$ cat config.mk
export PLATFORM = sky130hd
export DESIGN_NAME = tgp_queue
export DESIGN_NICKNAME = d
export VERILOG_FILES = /design/src/design/tgp_pkg.sv /design/src/design/tgp_queue.sv
export SDC_FILE = /design/constraint.sdc
export NUM_CORES = 1
export LEC_CHECK = 0
export ABC_AREA = 1
export ABC_CLOCK_PERIOD_IN_PS = 2950
export BUFFER_PORTS_ARGS = -buffer_cell sky130_fd_sc_hd__buf_2
export CORE_MARGIN = 2
export CORE_UTILIZATION = 55
export DETAILED_ROUTE_END_ITERATION = 16
export PLACE_DENSITY_LB_ADDON = 0.08
export SLEW_MARGIN = 20
export SYNTH_ARGS = -nofsm -noshare
export SYNTH_HDL_FRONTEND = slang
export SYNTH_SLANG_ARGS = --single-unit
$ cat constraint.sdc
create_clock -name i_clk -period 2.95 [get_ports i_clk]
set_input_delay 0.59 -clock i_clk [delete_from_list [all_inputs] [get_ports i_clk]]
set_output_delay 0.59 -clock i_clk [all_outputs]
set_load 0.01 [all_outputs]
$ cat src/design/tgp_pkg.sv
// ----------------------------------------------------------------------------
// tgp_pkg
// shared types and constants of the text glyph placer
// ----------------------------------------------------------------------------
package tgp_pkg;

    // input opcodes
    localparam logic [1:0] OP_LOAD  = 2'd0;
    localparam logic [1:0] OP_CHAR  = 2'd1;
    localparam logic [1:0] OP_START = 2'd2;
    localparam logic [1:0] OP_END   = 2'd3;

    // commands passed from front to back
    localparam logic [1:0] CMD_START = 2'd0;
    localparam logic [1:0] CMD_GLYPH = 2'd1;
    localparam logic [1:0] CMD_ROW   = 2'd2;

    localparam logic [7:0] NEWLINE_CODE = 8'd10;

    // command queue
    localparam int Q_DEPTH = 4;
    localparam int Q_AW    = 2;

    typedef struct packed {
        logic [7:0]        w;
        logic [7:0]        h;
        logic signed [7:0] bx;
        logic [7:0]        ly;
        logic [7:0]        adv;
        logic [15:0]       ax;
        logic [7:0]        ay;
    } t_glyph;

    typedef struct packed {
        logic [7:0] code;
        logic [6:0] idx;
        t_glyph     glyph;
    } t_item;

    typedef struct packed {
        logic [1:0] kind;
        t_glyph     glyph;
    } t_cmd;

    typedef struct packed {
        logic               kind;
        logic signed [16:0] pos_x;
        logic signed [16:0] pos_y;
        logic [15:0]        span_width;
        logic [7:0]         span_height;
        logic [15:0]        src_x;
        logic [8:0]         src_y;
        logic               row_empty;
    } t_result;

endpackage

$ cat src/design/tgp_queue.sv
// ----------------------------------------------------------------------------
// tgp_queue
// short command queue between front and back
// ----------------------------------------------------------------------------
module tgp_queue (
    input  logic          i_clk,
    input  logic          i_rst_n,
    input  logic          i_push,
    input  tgp_pkg::t_cmd i_cmd,
    output logic          o_full,
    input  logic          i_pop,
    output logic          o_valid,
    output tgp_pkg::t_cmd o_cmd
);
    import tgp_pkg::*;

    t_cmd          r_q [Q_DEPTH];
    logic [Q_AW-1:0] r_wr_ptr;
    logic [Q_AW-1:0] r_rd_ptr;
    logic [Q_AW:0]   r_count;

    assign o_full  = r_count == (Q_AW+1)'(Q_DEPTH);
    assign o_valid = r_count != '0;
    assign o_cmd   = r_q[r_rd_ptr];

    always_ff @(posedge i_clk) begin
        if (i_push) begin
            r_q[r_wr_ptr] <= i_cmd;
        end
    end

    always_ff @(posedge i_clk) begin
        if (!i_rst_n) begin
            r_wr_ptr <= '0;
            r_rd_ptr <= '0;
            r_count  <= '0;
        end else begin
            if (i_push) begin
                r_wr_ptr <= r_wr_ptr + 1'b1;
            end
            if (i_pop) begin
                r_rd_ptr <= r_rd_ptr + 1'b1;
            end
            if (i_push && !i_pop) begin
                r_count <= r_count + 1'b1;
            end else if (i_pop && !i_push) begin
                r_count <= r_count - 1'b1;
            end
        end
    end

endmodule

==> results of run 1 <==
-- logic make-up after synthesis --
logic type               count (synthesis)
buffers and inverters                   59
AO/OA/AOI/OAI                          208
flip-flops                             273
AND/OR/NAND/NOR                        151
adder cells (fa/ha/maj)                  6
-- registers in the layout, indices dropped and copies added (netlist names), named ones only --
signal,cells
r_q,264
r_count,3
r_rd_ptr,2
r_wr_ptr,2
-- layer usage --
layer | wire length [µm] | vias to the layer above | track usage [%]
met1 | 9040 | 3090 | 26.4
li1 | - | 2903 | -
met2 | 10900 | 159 | 35.9
met5 | 21 | - | 0
met4 | 469 | 4 | 5.88
met3 | 1240 | 40 | 4.64
-- worst max-delay path, cell delays in order, from the launching register on --
cell,delay [ps]
dfxtp_4,360
inv_6,420
buf_12,310
nor2_2,50
o22ai_1,260
buf_2,190
-- placed cells by master, fill, tap and decap left out, types with 2 or more instances in the layout --
master and count:
o21ai_0 124, diode_2 2, o21ai_1 10, a21oi_1 4
bufinv_16 5, o21ai_2 4, clkbuf_1 5, buf_12 5
buf_4 12, clkinv_1 6, ha_1 5, buf_2 137
inv_1 11, nor2_1 92, edfxtp_1 264, clkbuf_16 27
o22ai_1 26, dfxtp_1 7, nand2_1 10, inv_2 5
o22ai_2 40, nor2_2 6, clkinv_2 3, nor2_4 40
-- cell type report --
class | instances | area share, %
flip-flops and latches | 273 | 64.2
multi-input cells | 365 | 18.7
repair buffers | 154 | 6.93
clock buffers | 32 | 5.49
well taps | 265 | 2.62
clock inverters | 15 | 1.54
inverters | 17 | 0.544
diodes | 2 | 0.0396
-- report_power, final --
part | internal, mW | total [mW] | leakage, nW | switching, mW
sequential | 4.43 | 4.47 | 2.50 | 0.0451
clock | 2.10 | 3.43 | 0.431 | 1.33
combinational | 0.299 | 0.862 | 1.46 | 0.562
-- how the worst max path moves through the flow --
stage	from	endpoint	slack (ps)	cells past startpoint
global route	flop	o_cmd[52]	60	4
detailed placement	flop	o_cmd[64]	750	5
floorplan	i_push	r_q[2][0]	620	2
global placement	flop	o_cmd[64]	770	4
finish	flop	o_cmd[64]	200	5
CTS	flop	o_cmd[64]	190	5
==> results by group, run 1 <==
Detailed routing
  – DR vias: 6196
  – Via density: 5.52
  – Drt initial violations: 342
  – Final ANT Viol Nets: 0
  – WL/cell: 19.3 µm
  – DRC: 0
  – Count of TritonRoute iterations in the first routing pass: 4
  – WL final: 21700 µm

Critical path
  – CP Max Fanout: 61
  – CP Launch Type: flop
  – Worst Setup End Kind: output pin
  – R2r startpoint: r_wr_ptr[1]
  – Reg2reg setup slack: 1320 ps
  – Critical R2R Capture: r_q[1][59]
  – R2R cell count: 5
  – CP Class: flop to output pin
  – CP required: 2360 ps
  – Critical Path AT: 2160 ps

Cells and area
  – Post-Route Utilization: 65.2%
  – Layout area overhead: 16.8%
  – Sequential cell area: 0.00811 mm²
  – Layout cells sized above 1: 33.6%
  – Fin cells: 1123
  – Nets@finish: 914
  – Area of the multi-input gates: 0.00236 mm²
  – Final design area excluding fillers: 0.0126 mm²
  – Filler cells: 1438

Yosys
  – Register area share after synthesis: 74.9%
  – Count leader, synth: edfxtp_1
  – Dominant cell type by area after synthesis: edfxtp_1
  – Post-Synth Adder-Cell Area: 0.763%
  – Share of synthesized registers carrying an async set or reset: 0%
  – Most instantiated cells after synthesis: 264 x edfxtp_1, 124 x o21ai_0, 92 x nor2_1, 40 x nor2_4, 40 x o22ai_2
  – Yosys Warn Count: 0
  – Yosys reg bits: 273
  – Xor/xnor share of the synthesized area: 0%
  – Complex-gate fraction of the synthesized area: 12.8%
  – Mapped cell area: 0.0108 mm²
  – Ranking of synthesized cells by area: edfxtp_1 73%, o21ai_0 5.7%, o22ai_2 4.6%
  – Simple-gate share of the synthesized area: 8.19%
  – Mapped Avg Cell Area: 15.5 µm²
  – Post-synth top area share: 73.2%
  – Number of flops mapped to enable cells by yosys: 264
  – Post-synthesis mux area share: 0%
  – Largest family of logic cells by synthesized area: compound AO/OA/AOI/OAI gates
  – Post-synthesis cell type count: 25
  – Main synth FF type: edfxtp_1
  – Syn nets: 773
  – Synthesized instance count: 697

Clocking
  – TritonCTS Buffers: 27
  – Postcts setup bufs: 0
  – CTS root buf: clkbuf_16
  – CTS max path bufs: 3
  – Clock Sinks: 273
  – Clk Latency, worst-skew pair: 520 ps
  – Post-cts resize count: 0
  – CTS tree: built
  – Post-CTS Hold Fix Bufs: 0
  – H-tree Lvls: 1
  – Clock-pin slew on the worst setup and hold paths: 60 ps

Timing
  – Minimum clock period: 2750 ps
  – Worst hold margin: 282 ps
  – Timing-limited maximum frequency: 364 MHz
  – Final setup viols: 0
  – Final Hold Viols: 0
  – Unrepaired setup endpoints after global routing: no
  – Slew @ Worst Pin: 724 ps
  – Slew headroom: 51.7%
  – Final worst setup slack: 205 ps
  – Max-slew violations: 0
  – Fin crit share: 93.1%
  – Clock skew: 11.5 ps
  – Setup TNS Final: 0 ps

Global routing
  – Number of global-route vias before repair: 6292
  – First-pass GRT wire length: 32900 µm
  – Overall Global Routing Usage: 20.7%
  – Initial antenna violation count: 4
  – Gr ovfl total: 0
  – Largest net degree at the start of global routing: 133

Worst hold path
  – HP Class: primary input to flop
  – Hold Path Origin: i_cmd[29]
  – Hold Path End: r_q[2][29]
  – Hold path depth: 1

Placement
  – Hpwl dp: 12300 µm
  – Place WS: 755 ps
  – Final GP Congestion: 0.728
  – Dpl cells: 1074
  – Port Buffers: 137
  – Area post-placement: 0.0117 mm²

Die
  – DIE HEIGHT: 144 µm
  – I/O pin total: 138
  – Initial Util: 55.8%
  – Die Wd: 144 µm
  – Core ar.: 0.0194 mm²
  – Row cnt: 51
  – Die area: 0.0208 mm²

Status
  – Outcome: completed

Pwr
  – Static Leak: 4.39 nW
  – Power per Cell Area: 694 mW/mm²
  – Design Power: 8.77 mW
  – Maximum VDD drop: 0.000591 V

Run
  – # Max-Cap Violations: 0
No activity file was read; power rests on OpenSTA's default activity.
==> inputs of run 2 (changes only) <==
--- a/config.mk
+++ b/config.mk
@@ -8,7 +8,7 @@
 export ABC_AREA = 1
 export ABC_CLOCK_PERIOD_IN_PS = 2950
 export BUFFER_PORTS_ARGS = -buffer_cell sky130_fd_sc_hd__buf_2
-export CORE_MARGIN = 2
+export CORE_MARGIN = 1.5
 export CORE_UTILIZATION = 55
 export DETAILED_ROUTE_END_ITERATION = 16
 export PLACE_DENSITY_LB_ADDON = 0.08
==> results by group, run 2 (synthesis gave the netlist of run 1 again) <==
Timing
  – Slew headroom: 50.6% (was 51.7%)
  – Final setup viols: 0 (unchanged)
  – Max-slew violations: 0 (unchanged)
  – Setup TNS Final: 0 ps (unchanged)
  – Fin crit share: 92.1% (was 93.1%)
  – Slew @ Worst Pin: 741 ps (was 724 ps)
  – Unrepaired setup endpoints after global routing: no (unchanged)
  – Minimum clock period: 2720 ps (was 2750 ps)
  – Final Hold Viols: 0 (unchanged)
  – Timing-limited maximum frequency: 368 MHz (was 364 MHz)
  – Clock skew: 12.2 ps (was 11.5 ps)

Placement
  – Port Buffers: 137 (unchanged)
  – Area post-placement: 0.0118 mm² (was 0.0117 mm²)
  – Final GP Congestion: 0.723 (was 0.728)
  – Hpwl dp: 12000 µm (was 12300 µm)

Critical path
  – Slowest stage delay, CP: 590 ps (was 420 ps)
  – CP Max Fanout: 66 (was 61)
  – Critical Path AT: 2130 ps (was 2160 ps)
  – CP Class: flop to output pin (unchanged)
  – Worst path slowest cell: buf_4 (was inv_6)
  – Critical-path cell list: buf_4 -> o21ai_0 -> o22ai_1 -> buf_2 (was inv_6 -> buf_12 -> nor2_2 -> o22ai_1 -> buf_2)
  – CP required: 2360 ps (about the same)
  – Worst Setup End Kind: output pin (unchanged)
  – CP Launch Type: flop (unchanged)

Clocking
  – Postcts setup bufs: 0 (unchanged)
  – Clock-pin slew on the worst setup and hold paths: 60 ps (about the same)
  – TritonCTS Buffers: 28 (was 27)
  – CTS tree: built (unchanged)
  – Post-CTS Hold Fix Bufs: 0 (unchanged)
  – CTS root buf: clkbuf_16 (unchanged)
  – Clk Latency, worst-skew pair: 540 ps (was 520 ps)
  – Post-cts resize count: 0 (unchanged)
  – H-tree Lvls: 1 (unchanged)
  – CTS max path bufs: 3 (unchanged)
  – Clock Sinks: 273 (unchanged)

Cells and area
  – Filler cells: 1449 (was 1438)
  – Nets@finish: 911 (was 914)
  – Max reg flops: 264 (unchanged)
  – Final design area excluding fillers: 0.0126 mm² (about the same)
  – Layout area overhead: 16.5% (was 16.8%)
  – Commonest non-fill, non-tap cell in the layout: edfxtp_1 (unchanged)
  – Largest regs: r_q: 264 flops, r_count: 3 flops (unchanged)
  – Most frequent cells in the layout: 264 x edfxtp_1, 137 x buf_2, 124 x o21ai_0 (unchanged)
  – Layout cells sized above 1: 33.7% (was 33.6%)
  – Reg with most FFs: r_q (unchanged)

Detailed routing
  – DR vias: 6193 (was 6196)
  – DRC: 0 (unchanged)
  – WL/cell: 19.1 µm (was 19.3 µm)
  – Final ANT Viol Nets: 0 (unchanged)
  – WL final: 21400 µm (was 21700 µm)
  – Drt initial violations: 345 (was 342)
  – Via density: 5.52 (about the same)
  – Count of TritonRoute iterations in the first routing pass: 5 (was 4)

Global routing
  – Largest net degree at the start of global routing: 133 (unchanged)
  – Number of global-route vias before repair: 6278 (was 6292)
  – First-pass GRT wire length: 32900 µm (about the same)
  – Gr ovfl total: 0 (unchanged)
  – Initial antenna violation count: 4 (unchanged)
  – Overall Global Routing Usage: 21.1% (was 20.7%)

Die
  – DIE HEIGHT: 143 µm (was 144 µm)
  – Core ar.: 0.0194 mm² (unchanged)
  – Initial Util: 55.8% (unchanged)
  – Die area: 0.0205 mm² (was 0.0208 mm²)
  – Die Wd: 143 µm (was 144 µm)
  – Row cnt: 51 (unchanged)
  – I/O pin total: 138 (unchanged)

Status
  – Outcome: completed (unchanged)

Pwr
  – Maximum VDD drop: 0.000562 V (was 0.000591 V)
  – Power per Cell Area: 678 mW/mm² (was 694 mW/mm²)
  – Static Leak: 4.37 nW (was 4.39 nW)

Worst hold path
  – HP Class: primary input to flop (unchanged)

Run
  – # Max-Cap Violations: 0 (unchanged)
==> run 2: cell types whose count changed in the layout (fill, tap and decap cells not counted), sizes merged <==
cell,delta
buf,-4
bufinv,-4
clkbuf,+1
clkinv,+9
inv,-4
==> run 2: cell type report <==
| class | count | area [µm²] | area share, % |
|---|---|---|---|
| Tap cell | 265 | 332 | 2.63 |
| Clock buffer | 33 | 719 | 5.70 |
| Antenna cell | 2 | 5.00 | 0.0397 |
| Sequential cell | 273 | 8110 | 64.3 |
| Clock inverter | 16 | 121 | 0.962 |
| Multi-Input combinational cell | 365 | 2360 | 18.7 |
| Timing Repair Buffer | 150 | 896 | 7.10 |
| Inverter | 17 | 73.8 | 0.585 |
==> run 2: worst max-delay path, delay by kind of cell, from the launching register on <==
kind,cells,cell delay (ps)
flops,1,330
compound gates,2,470
buf+inv,2,780
==> run 2: path summary, 6_finish.rpt <==
check | depth (start not counted) | endpoint | slack (ps) | start
setup / recovery | 4 | o_cmd[37] | 230 | flop
hold / removal | 1 | r_q[1][31] | 260 | i_cmd[31]
setup reg to reg | 6 | r_q[0][10] | 980 | r_wr_ptr[0]
hold reg to reg | 1 | flop | 460 | r_rd_ptr[1]
==> run 2: routing by layer <==
metal	global-route usage (%)	vias up	routed length (µm)	share of wire [%]
li1	-	2890	-	-
met1	27.6	3090	9110	43
met2	36.4	174	10600	50
met3	4.03	35	1210	5.7
met4	6.12	4	389	1.8
met5	0	-	29	0.14
==> run 2: through the flow <==
| step | instances | total power [mW] | hold WS (ps) | worst slack, ps | utilization (%) |
|---|---|---|---|---|---|
| floorplan | 697 | 5.09 | 412 | 623 | - |
| global placement | 1070 | 5.41 | 421 | 771 | 60.7 |
| detailed placement | 1070 | 5.44 | 445 | 737 | 60.7 |
| CTS | 1119 | 8.62 | 238 | 176 | 65.0 |
| global route | 1121 | 8.85 | 240 | 62.1 | 65.0 |
| finish | 1121 | 8.55 | 259 | 232 | 65.0 |
==> run 2: report_power, final <==
group,internal [mW],switching [mW]
registers,4.43,0.0458
clock network,1.83,1.38
logic,0.306,0.564
